File: config.mk
export PLATFORM = sky130hd
export DESIGN_NAME = bounded_multiset_store
export DESIGN_NICKNAME = d
export VERILOG_FILES = /design/src/bms_pkg.sv /design/src/bms_engine.sv /design/src/bounded_multiset_store.sv
export SDC_FILE = /design/constraint.sdc
export NUM_CORES = 1
export LEC_CHECK = 0
export ABC_AREA = 1
export BUFFER_PORTS_ARGS = -buffer_cell sky130_fd_sc_hd__buf_2
export CAP_MARGIN = 20
export CORE_MARGIN = 2
export CORE_UTILIZATION = 62
export DETAILED_ROUTE_END_ITERATION = 10
export PLACE_DENSITY = 0.83
export SYNTH_ARGS = -nofsm -noshare
export SYNTH_HDL_FRONTEND = slang
export SYNTH_SLANG_ARGS = --single-unit
File: constraint.sdc
create_clock -name clk -period 4.24 [get_ports clk]
set_clock_uncertainty 0.2 [all_clocks]
set_input_delay 0.848 -clock clk [delete_from_list [all_inputs] [get_ports clk]]
set_output_delay 0.848 -clock clk [all_outputs]
set_load 0.05 [all_outputs]
File: src/bms_pkg.sv
// shared constants, codes and request/result types for the bounded multiset store
package bms_pkg;

  // bag geometry
  localparam int BAG_DEPTH  = 16;
  localparam int ITEM_WIDTH = 32;

  // count holds 0..BAG_DEPTH, index holds 0..BAG_DEPTH-1
  localparam int CNT_W = $clog2(BAG_DEPTH + 1);
  localparam int IDX_W = (BAG_DEPTH > 1) ? $clog2(BAG_DEPTH) : 1;

  // port field widths
  localparam int ACT_W     = 2;
  localparam int VALUE_W   = 32;
  localparam int OUT_CNT_W = 5;
  localparam int OUT_DATA_W = 16;

  // action codes
  typedef enum logic [ACT_W-1:0] {
    ACT_ADD    = 2'd0,
    ACT_REMOVE = 2'd1,
    ACT_COUNT  = 2'd2,
    ACT_CLEAR  = 2'd3
  } bms_action_t;

  // request handed to the engine
  typedef struct packed {
    bms_action_t           action;
    logic [ITEM_WIDTH-1:0] value;
  } bms_req_t;

  // result handed back by the engine
  typedef struct packed {
    logic                 ok;
    logic [OUT_CNT_W-1:0] match_count;
    logic [OUT_CNT_W-1:0] fill_count;
  } bms_res_t;

endpackage

File: src/bms_engine.sv
// entry memory and scan sequencer: one compare per cycle over the stored entries
module bms_engine (
  input  logic             clk,
  input  logic             rst_n,
  input  logic             req_valid,
  input  bms_pkg::bms_req_t req,
  output logic             req_ready,
  output logic             res_valid,
  output bms_pkg::bms_res_t res,
  input  logic             res_ready
);

  typedef enum logic [2:0] {
    S_IDLE = 3'b001,
    S_SCAN = 3'b010,
    S_FIN  = 3'b100
  } state_t;

  // entry memory
  logic [bms_pkg::ITEM_WIDTH-1:0] mem [bms_pkg::BAG_DEPTH];

  state_t                         state_r, state_nxt;
  bms_pkg::bms_action_t           act_r, act_nxt;
  logic [bms_pkg::ITEM_WIDTH-1:0] val_r, val_nxt;
  logic [bms_pkg::CNT_W-1:0]      cnt_r, cnt_nxt;
  logic [bms_pkg::CNT_W-1:0]      rd_idx_r, rd_idx_nxt;
  logic [bms_pkg::CNT_W-1:0]      match_r, match_nxt;
  logic                           found_r, found_nxt;
  logic                           data_vld_r;
  logic [bms_pkg::IDX_W-1:0]      data_idx_r;
  logic [bms_pkg::ITEM_WIDTH-1:0] rd_data_r;

  logic                           issue;
  logic                           hit;
  logic                           room;
  logic                           shift_wr;
  logic                           add_wr;
  logic                           wr_en;
  logic [bms_pkg::IDX_W-1:0]      wr_addr;
  logic [bms_pkg::ITEM_WIDTH-1:0] wr_data;
  logic [bms_pkg::CNT_W-1:0]      fin_cnt;
  logic                           fin_ok;

  // scan datapath controls
  assign issue    = (state_r == S_SCAN) && (rd_idx_r < cnt_r);
  assign hit      = data_vld_r && (rd_data_r == val_r);
  assign room     = cnt_r < bms_pkg::CNT_W'(bms_pkg::BAG_DEPTH);
  assign shift_wr = data_vld_r && (act_r == bms_pkg::ACT_REMOVE) && found_r;
  assign add_wr   = (state_r == S_FIN) && res_ready && (act_r == bms_pkg::ACT_ADD) && room;

  // single write port: shift down on remove, append on add
  assign wr_en   = shift_wr || add_wr;
  assign wr_addr = shift_wr ? (data_idx_r - 1'b1) : cnt_r[bms_pkg::IDX_W-1:0];
  assign wr_data = shift_wr ? rd_data_r : val_r;

  always_ff @(posedge clk) begin
    if (wr_en) begin
      mem[wr_addr] <= wr_data;
    end
  end

  // registered read port
  always_ff @(posedge clk) begin
    if (issue) begin
      rd_data_r  <= mem[rd_idx_r[bms_pkg::IDX_W-1:0]];
      data_idx_r <= rd_idx_r[bms_pkg::IDX_W-1:0];
    end
  end

  // outcome of the finished item
  always_comb begin
    fin_cnt = cnt_r;
    fin_ok  = 1'b0;
    case (act_r)
      bms_pkg::ACT_ADD: begin
        fin_ok = room;
        if (room) begin
          fin_cnt = cnt_r + 1'b1;
        end
      end
      bms_pkg::ACT_REMOVE: begin
        fin_ok = found_r;
        if (found_r) begin
          fin_cnt = cnt_r - 1'b1;
        end
      end
      bms_pkg::ACT_COUNT: begin
        fin_ok = found_r;
      end
      bms_pkg::ACT_CLEAR: begin
        fin_cnt = '0;
      end
      default: begin
        fin_cnt = cnt_r;
      end
    endcase
  end

  assign req_ready       = (state_r == S_IDLE);
  assign res_valid       = (state_r == S_FIN);
  assign res.ok          = fin_ok;
  assign res.match_count = bms_pkg::OUT_CNT_W'(match_r);
  assign res.fill_count  = bms_pkg::OUT_CNT_W'(fin_cnt);

  // sequencer
  always_comb begin
    state_nxt  = state_r;
    act_nxt    = act_r;
    val_nxt    = val_r;
    cnt_nxt    = cnt_r;
    rd_idx_nxt = rd_idx_r;
    match_nxt  = match_r;
    found_nxt  = found_r;
    case (state_r)
      S_IDLE: begin
        if (req_valid) begin
          act_nxt    = req.action;
          val_nxt    = req.value;
          rd_idx_nxt = '0;
          match_nxt  = '0;
          found_nxt  = 1'b0;
          state_nxt  = (req.action == bms_pkg::ACT_CLEAR) ? S_FIN : S_SCAN;
        end
      end
      S_SCAN: begin
        if (issue) begin
          rd_idx_nxt = rd_idx_r + 1'b1;
        end
        if (hit) begin
          match_nxt = match_r + 1'b1;
          found_nxt = 1'b1;
        end
        if (!issue && !data_vld_r) begin
          state_nxt = S_FIN;
        end
      end
      S_FIN: begin
        if (res_ready) begin
          cnt_nxt   = fin_cnt;
          state_nxt = S_IDLE;
        end
      end
      default: begin
        state_nxt = S_IDLE;
      end
    endcase
  end

  always_ff @(posedge clk) begin
    if (!rst_n) begin
      state_r    <= S_IDLE;
      cnt_r      <= '0;
      data_vld_r <= 1'b0;
    end else begin
      state_r    <= state_nxt;
      cnt_r      <= cnt_nxt;
      data_vld_r <= issue;
    end
  end

  always_ff @(posedge clk) begin
    act_r    <= act_nxt;
    val_r    <= val_nxt;
    rd_idx_r <= rd_idx_nxt;
    match_r  <= match_nxt;
    found_r  <= found_nxt;
  end

endmodule

File: src/bounded_multiset_store.sv
// top level: stream ports, request capture and result output register
//
//  channel | dir | tdata                                   | tuser
//  in_     | in  | [31:0] item_value                       | [1:0] action
//  out_    | out | [0] ok, [5:1] match_count, [10:6] fill  | -
//
// an add, remove or count request runs a scan over the stored entries, reading one stored
// entry per cycle through the single read port; a clear skips the scan and passes straight
// to its result
// in_tready rises as the result enters the output register
// reset empties the bag at once; no clearing pass runs over the entry memory
// a stalled result holds in the output register and the next request may already be taken
module bounded_multiset_store (
  input  logic        clk,
  input  logic        rst_n,
  input  logic        in_tvalid,
  output logic        in_tready,
  input  logic [31:0] in_tdata,   // [31:0] item_value
  input  logic [1:0]  in_tuser,   // [1:0] action
  output logic        out_tvalid,
  input  logic        out_tready,
  output logic [15:0] out_tdata   // [0] ok, [5:1] match_count, [10:6] fill_count, rest zero
);

  bms_pkg::bms_req_t req;
  bms_pkg::bms_res_t res;
  logic              res_valid;
  logic              res_ready;
  logic              out_valid_r;
  bms_pkg::bms_res_t out_res_r;

  // unpack the request
  assign req.action = bms_pkg::bms_action_t'(in_tuser);
  assign req.value  = in_tdata[bms_pkg::ITEM_WIDTH-1:0];

  bms_engine u_engine (
    .clk       (clk),
    .rst_n     (rst_n),
    .req_valid (in_tvalid),
    .req       (req),
    .req_ready (in_tready),
    .res_valid (res_valid),
    .res       (res),
    .res_ready (res_ready)
  );

  // output register takes a result when empty or draining
  assign res_ready = !out_valid_r || out_tready;

  always_ff @(posedge clk) begin
    if (!rst_n) begin
      out_valid_r <= 1'b0;
    end else if (res_ready) begin
      out_valid_r <= res_valid;
    end
  end

  always_ff @(posedge clk) begin
    if (res_valid && res_ready) begin
      out_res_r <= res;
    end
  end

  // pack the result
  assign out_tvalid = out_valid_r;
  assign out_tdata  = {5'd0, out_res_r.fill_count, out_res_r.match_count, out_res_r.ok};

endmodule

* Word-level counts from Yosys, hierarchy flattened *
Memory sizes are Yosys's and may differ from the RTL's. A register that Yosys moved wholly into a read port is not among the register bits.
Cells that the tools add are included.

word-level totals
  bits in registers = 70
  latch bits = 0
  word-level logic and storage cells = 76
  bits in writable memories = 512
  memories = 1
  ROM bits = 0

memories
  name          words  bits a word  read ports  clocked after Yosys merged registers in  wr ports  line              RTL
  u_engine.mem  16     32           1           1                                        1         bms_engine.sv:20  logic [bms_pkg::ITEM_WIDTH-1:0] mem [bms_pkg::BAG_DEPTH];

operators by class
  multiply operators = 0
  shifts and indexed selects = 0
  eq/ne operators = 13
  reductions and logical operators = 21
  mux-type cells = 21
  div/mod/pow operators = 0
  add/subtract/negate cells = 5
  $lt $le $gt $ge = 2
  bitwise gates (word level) = 0

operators with widths
  operator               number
  $eq A32 B32 Y1         1
  $mux W32               1
  $mux W5                5
  $pmux W5 S2            2
  $add A5 B1 Y5 const B  3
  $pmux W5 S3            1
  $mux W3                4
  $pmux W3 S3            1
  $reduce_and A3 Y1      3
  $logic_and A1 B1 Y1    8
  $eq A2 B2 Y1 const B   3
  $ne A2 B1 Y1 const B   3
  $lt A5 B5 Y1           1
  $lt A5 B5 Y1 const B   1
  $sub A5 B1 Y5 const B  1
  $mux W1                4
  $mux W4                1
  $ne A2 B2 Y1 const B   2
  $pmux W1 S2            2
  $reduce_and A2 Y1      2
  $sub A4 B1 Y4 const B  1
  $eq A3 B1 Y1 const B   1
  $eq A3 B2 Y1 const B   1
  $eq A3 B3 Y1 const B   1
  6 further kinds        9

* Longest topological paths before layout *
Gate-level depths: netlist of the first run.

  depth after elaboration = 8
  mapped depth = 11

* By module *
From an unflattened synthesis of the first run, not the netlist that was laid out.

unflattened totals
  cell total of the unflattened synthesis = 1976
  area, all modules = 24921.4 µm²

modules (own cells, without submodules)
  module                  cells each  area each (µm²)  instances
  bms_engine              1952        24498.5          1
  bounded_multiset_store  24          422.9            1

* Worst setup path after synthesis of the first run *
Ideal clock, no wire load.

  path type = register to register
  start = register u_engine.state_r[0]
  end = register u_engine.found_r, enable pin
  data required time = 3680 ps
  buffers on the path = 0
  arrival = 3710 ps
  setup time = 360 ps
  setup slack = -31 ps
  stages on the path, launching flop included = 6
  period minus slack after synthesis = 4271 ps
  path through = dfxtp_1 -> inv_1 -> nor3_1 -> inv_1 -> nor2_1 -> o21bai_1

between the ends
  cells in the longest elaborated chain, start to end = 3
  elaborated cells between the ends (all ways) = 6

ends and longest elaborated chain
  item                                                                 line                          RTL
  from (decl)                                                          bms_engine.sv:22              state_t state_r, state_nxt;
  from (signal assigned)                                               bms_engine.sv:155             state_r <= state_nxt;
  $eq A3 B1 Y1 (*)                                                     --
  via in_tready                                                        bounded_multiset_store.sv:17  output logic in_tready,
  $ne A2 B2 Y1 (no line) / $reduce_bool A2 Y1 (equally long branches)  --
  $reduce_and A3 Y1 (no line) (*)                                      --
  to (signal assigned)                                                 bms_engine.sv:166             found_r <= found_nxt;
  to (decl)                                                            bms_engine.sv:28              logic found_r, found_nxt;

The timed path passes the listed nets; every way through them passes the cells marked *.
A chain may end at the register's enable or synchronous reset.

* Worst setup path after layout of the first run *
  start = register u_engine.act_r[0]
  end = memory u_engine.mem[10][13] (netlist bit), enable pin

between the ends
  cells in the longest elaborated chain, start to end = 6
  elaborated cells between the ends (all ways) = 10

ends and longest elaborated chain
  item                                                     line                                RTL
  from (decl)                                              bms_engine.sv:23                    bms_pkg::bms_action_t act_r, act_nxt;
  from (signal assigned)                                   bms_engine.sv:162                   act_r <= act_nxt;
  $eq A2 B1 Y1 / $logic_not A2 Y1 (equally long branches)  bms_engine.sv:48, bms_engine.sv:49
  $logic_and A1 B1 Y1 (on tied branches) (2 in a row)      bms_engine.sv:48, bms_engine.sv:49
  $logic_or A1 B1 Y1                                       bms_engine.sv:52                    assign wr_en = shift_wr || add_wr;
  $mux W1                                                  bms_engine.sv:57                    if (wr_en) begin
  $mux W1 (implied by the code)                            bms_engine.sv:58                    mem[wr_addr] <= wr_data;
  to (decl)                                                bms_engine.sv:20

Parallel ways exist; a longest one is shown, timed or not.

==> metrics.txt, run 1 <==
sequential area share after synthesis=0.7309; cell mode on critical path=nand2_1; maximum vdd drop=approximately 0.46 mV; Final setup viols=0; cell taking the most area after synthesis=edfxtp_1; family with the most delay on the worst path=simple AND/OR/NAND/NOR gates; final hold violations=0; asr flop ratio synth=0; Starting Density=0.6300; Post-Layout Inst Area=around 28000 um^2; Finished Core Util=0.7012; drt pass-1 iters=6; Post-synth EDFFs=a little over 600; largest net degree at the start of global routing=260; P&R area growth vs syn=11.31%; worst relative slew slack=0.1557; vias per cell=6.131; max_cap viols=0; Worst path max stage delay=0.75 ns; I/O Pins=56; Vias=16413; die area=42090 um^2; required time of the worst setup path=4.37 ns; LEAKAGE=0.009775 uW; first-pass GRT wire length=88060 um; share of post-route cells with drive strength above 1=0.09991; Buf+Inv Stages, Crit Path=3; highest routed layer=met4; Worst path slowest cell=nor2_4; core area=39820 um^2; dpl hpwl=slightly above 30000 um; dpl cell area=26010 um^2; # clock sinks=614; CTS tree=yes; Setup Fix Bufs, Post-CTS=0; crit share post-route=0.8538; IO buf count=50; Die Y=205.2 um; count of warnings emitted by yosys=0; Crit. End Element=flop; Yosys top cell area share=0.7229; clk slew on worst S/H paths=0.06 ns; Total GRT Usage=0.2763; critical path fanouts, max=25; initial antenna violation count=1; routed wl met3=6001 um; post-route ant nets=0; row count=73; critical path launch point type=flop; Final Max Slew Viols=0; Iter 0 DRT Violations=between 2000 and 2500; status=complete, no violations; cts bufs inserted=58; Worst-Skew Late Latency=0.63 ns; filler cell count=2549; Pwr per Cell Area=between 500 and 600 nW/um^2; DRC=0; clock root buffer=clkbuf_16; clock buffer depth=3; met1 WL=21390 um; Max Fclk=0.2762 GHz; met2 wire length=27510 um; final wirelength=57040 um; Hold WC Path Type=in -> reg; reg-to-reg slack, setup=0.62 ns; Post-Syn Area=around 25000 um^2; GPL Wtd Cong=0.8511; worst slew pin tran=1.266 ns; die width=roughly 210 um; post-synth cell types=35; Post-Syn Area per Cell=12.26 um^2; wire per inst=roughly 21 um; # diodes=0; RSZ-0062 raised after global routing=false; min Tclk post-route=about 3.6 ns; Synth Register Bits=slightly above 600; Critical Path AT=3.75 ns; Setup TNS=0 ns; vias in the first global route=15643; ys flop type=edfxtp_1; worst-path cell chain=ha_1, nand2_1, clkinv_1, nand2_2, buf_4, nand2_1, o21ai_1, nand3_1, nor2_4, buf_12; Synth area leaders=edfxtp_1, nor2_1, o21ai_0; grt ovf=0; PostCTS Resize Cnt=0; synthesized instance count=a little over 2000; Layout Nets=2156; number of hold buffers added after cts=0; # H-tree levels=2; Pwr Total=16550 uW; Crit Path Category=reg -> reg
cells in the mapped netlist, types with 3 or more instances:
cell / n
a21oi_1: 12
buf_1: 5
buf_2: 29
buf_4: 14
buf_6: 14
clkbuf_1: 47
clkinv_1: 4
dfxtp_1: 10
edfxtp_1: 604
ha_1: 13
inv_1: 83
mux2i_1: 15
nand2_1: 258
nand3_1: 51
nor2_1: 429
nor3_1: 6
o211ai_1: 48
o21ai_0: 280
o21ai_1: 55
o21bai_1: 15
o21bai_2: 3
o22ai_1: 15
o32ai_1: 15
xnor2_1: 5
xor2_1: 4
power breakdown:
part	leakage [uW]	switching (uW)	internal [uW]
Clock	0.000935	2210	3000
Combinational	0.00331	2740	1110
Sequential	0.00553	166	7330
placed cells by master, fill, tap and decap left out, drive strengths merged, types with 6 or more instances in the layout:
cell type    n
mux2i       15
clkinv      34
nand3       52
ha          13
nor2       429
clkbuf      66
edfxtp     604
o22ai       15
o211ai      48
bufinv       8
o21ai      336
nor3         6
dfxtp       10
o21bai      18
o32ai       15
inv         86
nand2      259
a21oi       12
buf        106
final timing paths:
kind,start,cells past startpoint,endpoint
worst min-delay path,in_tdata[4],1,u_engine.val_r[4]$_DFFE_PP_
worst max-delay path,u_engine.act_r[0]$_DFFE_PP_,10,u_engine.mem[10][13]$_DFFE_PP_
worst min register to register,u_engine.match_r[4]$_SDFFCE_PN0P_,0,out_tdata[5]$_DFFE_PP_
worst max register to register,u_engine.act_r[0]$_DFFE_PP_,10,u_engine.mem[10][13]$_DFFE_PP_
metal layers:
metal,vias to the layer above,GRT usage
met2,1009,0.4488
met3,146,0.04470
met4,0,0.1115
met1,7891,0.3780
li1,7367,-
met5,-,0
sequential cells by signal, indices dropped and copies added (netlist names):
register	count
out_tdata	11
out_tvalid	1
u_engine.act_r	2
u_engine.cnt_r	5
u_engine.data_idx_r	4
u_engine.data_vld_r	1
u_engine.found_r	1
u_engine.match_r	5
u_engine.mem	512
u_engine.rd_data_r	32
u_engine.rd_idx_r	5
u_engine.state_r	3
u_engine.val_r	32
worst register-to-register path: stages, from the launching register on:
cell	delay (ns)
edfxtp_1	0.42
ha_1	0.27
nand2_1	0.11
clkinv_1	0.10
nand2_2	0.19
buf_4	0.32
nand2_1	0.10
o21ai_1	0.19
nand3_1	0.40
nor2_4	0.75
buf_12	0.26
stage by stage:
| stage | hold slack, ns | instances | setup WS (ns) |
|---|---|---|---|
| floorplan | 0.2476 | 2050 | 0.5260 |
| global placement | 0.2590 | 2570 | 0.8795 |
| detailed placement | 0.2664 | 2570 | 0.7082 |
| CTS | 0.1661 | 2677 | 0.6886 |
| global route | 0.1711 | 2677 | 0.4199 |
| finish | 0.1908 | 2677 | 0.6201 |
cell type report:
type	instances	area [um^2]	share of cell area
inverters	88	335.3	0.01201
multi-input cells	1237	5936	0.2126
repair buffers	106	745.7	0.02670
flip-flops and latches	614	18340	0.6567
clock inverters	41	432.9	0.01550
well taps	525	656.9	0.02352
clock buffers	66	1481	0.05305
logic make-up (layout without fill, tap and decap cells):
logic type | count (synthesis) | after routing | synth area share
buf+inv | 199 | 301 | 0.03850
other cells | 1 | 5 | 0.0001495
xor+xnor | 9 | 9 | 0.003142
flops | 614 | 614 | 0.7309
compound gates | 446 | 446 | 0.09929
fa+ha+maj | 13 | 13 | 0.006483
mux | 15 | 15 | 0.005984
simple gates | 749 | 749 | 0.1155
Note: power is estimated with default switching activity, not from simulation.
==> run 2: changes to the inputs <==
- CORE_ASPECT_RATIO: not set -> 1.1
==> metrics.txt, run 2 (synthesis gave the netlist of run 1 again) <==
RSZ-0062 raised after global routing=false; Pwr per Cell Area=590.4 nW/um^2 (-0.40%); P&R area growth vs syn=10.86%; required time of the worst setup path=4.34 ns (-0.03 ns); Worst path slowest cell=nor2_4; Layout Nets=2158 (+0.093%); Critical Path AT=3.76 ns (about the same); critical path launch point type=flop; die width=195.8 um (-4.6%); core area=40080 um^2 (+0.64%); Regs by FF count=u_engine.mem x512, u_engine.rd_data_r x32, u_engine.val_r x32; final hold violations=0 (unchanged); Reg2Reg Depth=10 (unchanged); first-pass GRT wire length=88550 um (+0.55%); Total GRT Usage=0.2764 (about the same); worst slew pin tran=1.361 ns (+0.09481 ns); DRC=0 (unchanged); Largest Register=u_engine.mem; clock root buffer=clkbuf_16; Iter 0 DRT Violations=2012 (-4.2%); grt ovf=0 (unchanged); # H-tree levels=2 (unchanged); final wirelength=58050 um (+1.8%); vias per cell=6.173 (+0.68%); share of post-route cells with drive strength above 1=0.1000 (+0.0001395); critical path fanouts, max=25 (unchanged); Setup TNS=0 ns (unchanged); Setup Fix Bufs, Post-CTS=0 (unchanged); clk slew on worst S/H paths=0.06 ns (about the same); Worst path max stage delay=0.65 ns (-0.10 ns); IO buf count=50 (unchanged); number of hold buffers added after cts=0 (unchanged); CP Capture Point=u_engine.mem[9][20]$_DFFE_PP_; commonest non-fill, non-tap cells in the layout=edfxtp_1, nor2_1, o21ai_0, nand2_1, inv_1; GPL Wtd Cong=0.8734 (+2.6%); CP startpoint=u_engine.act_r[0]$_DFFE_PP_; drt pass-1 iters=6 (unchanged); maximum vdd drop=0.4727 mV (+3.4%); Finished Core Util=0.6940 (-0.007276); die area=42090 um^2 (about the same); worst-path cell chain=ha_1, nand2_1, clkinv_1, nand2_2, clkinv_1, buf_4, nand2_1, nand3_1, nor2_4, buf_4; Crit. End Element=flop; max_cap viols=0 (unchanged); crit share post-route=0.8623 (+0.008551); Starting Density=0.6260 (-0.004012); dpl hpwl=32360 um (+4.2%); Max Fclk=0.2735 GHz (-0.99%); status=complete, no violations; Vias=16439 (+0.16%); LEAKAGE=0.009724 uW (-0.52%); Final setup viols=0 (unchanged); cts bufs inserted=56 (-3.4%); wire per inst=21.80 um (+2.3%); reg-to-reg critical path endpoint=u_engine.mem[9][20]$_DFFE_PP_; clock buffer depth=3 (unchanged); min Tclk post-route=3.656 ns (+0.03626 ns); CTS tree=yes; Hold WC Path Type=in -> reg; worst relative slew slack=0.09253 (-0.06320); Die Y=215.0 um (+4.8%); row count=77 (+5.5%); Pwr Total=16420 uW (-0.80%); post-route ant nets=0 (unchanged); vias in the first global route=16282 (+4.1%); Crit Path Category=reg -> reg; commonest non-fill, non-tap cell in the layout=edfxtp_1; Final Max Slew Viols=0 (unchanged); Worst-Skew Late Latency=0.60 ns (-0.03 ns); I/O Pins=56 (unchanged); reg-to-reg slack, setup=0.58 ns (-0.04 ns); initial antenna violation count=0 (-1); reg-to-reg startpoint=u_engine.act_r[0]$_DFFE_PP_; PostCTS Resize Cnt=0 (unchanged); max reg flops=512 (unchanged); # clock sinks=614 (unchanged); largest net degree at the start of global routing=261 (+0.38%)
-- run 2: changes by cell type in the layout (fill, tap and decap cells not counted) --
| cell | previous run | this run |
|---|---|---|
| inv_16 | 1 | 0 |
| buf_4 | 50 | 55 |
| clkinv_1 | 22 | 12 |
| clkinv_4 | 1 | 3 |
| buf_12 | 6 | 5 |
| diode_2 | 0 | 1 |
| clkbuf_1 | 8 | 15 |
| clkinvlp_4 | 1 | 3 |
| inv_6 | 2 | 5 |
| bufinv_16 | 8 | 6 |
| clkinv_2 | 10 | 4 |
| clkinv_16 | 1 | 0 |
| clkbuf_16 | 58 | 57 |
-- run 2: metal layers --
| layer | wire, um | share of wire | GRT usage |
|---|---|---|---|
| met1 | 21160 | 0.36 | 0.3453 |
| met2 | 28000 | 0.48 | 0.4559 |
| met3 | 5352 | 0.092 | 0.04410 |
| met4 | 3538 | 0.061 | 0.1730 |
| met5 | 0 | 0 | 0 |
-- run 2: metrics by stage --
stage / cell area (um^2) / instances / hold slack [ns] / setup slack (ns)
after global routing: 27810 / 2662 / 0.1999 / 0.3894
after floorplan: 25110 / 2050 / 0.2476 / 0.5260
after CTS: 27810 / 2662 / 0.1925 / 0.6843
final: 27810 / 2663 / 0.2156 / 0.5838
after detailed placement: 26010 / 2562 / 0.2694 / 0.7343
after global placement: 26010 / 2562 / 0.2546 / 0.8404
-- run 2: how the worst min path moves through the flow --
stage                                               to  cells after the start                         startpoint  slack [ns]
after floorplan                 out_tdata[5]$_DFFE_PP_                      0  u_engine.match_r[4]$_SDFFCE_PN0P_        0.25
after global placement          out_tdata[5]$_DFFE_PP_                      0  u_engine.match_r[4]$_SDFFCE_PN0P_        0.25
after detailed placement        out_tdata[4]$_DFFE_PP_                      0  u_engine.match_r[3]$_SDFFCE_PN0P_        0.27
after CTS                 u_engine.val_r[24]$_DFFE_PP_                      1                       in_tdata[24]        0.19
after global routing       u_engine.val_r[1]$_DFFE_PP_                      1                        in_tdata[1]        0.20
final                     u_engine.val_r[24]$_DFFE_PP_                      1                       in_tdata[24]        0.22
-- run 2: area by class of cell --
cell class	count	area, um^2
repair buffers	110	763.2
fillers	2501	12270
clock inverters	28	314.1
diodes	1	2.502
flip-flops and latches	614	18340
multi-input cells	1237	5936
clock buffers	72	1483
well taps	513	641.9
inverters	88	335.3
-- run 2: worst max-delay path, delay by kind of cell (launching register included) --
family        cells  cell delay (ns)
fa+ha+maj         1             0.28
buf+inv           4             0.81
flops             1             0.42
simple gates      5             1.63
-- run 2: report_power, final --
| group | internal, uW | leakage (uW) | total, uW | switching [uW] |
|---|---|---|---|---|
| sequential | 7330 | 0.00553 | 7520 | 182 |
| clock | 2840 | 0.000864 | 4960 | 2130 |
| combinational | 1120 | 0.00333 | 3940 | 2820 |
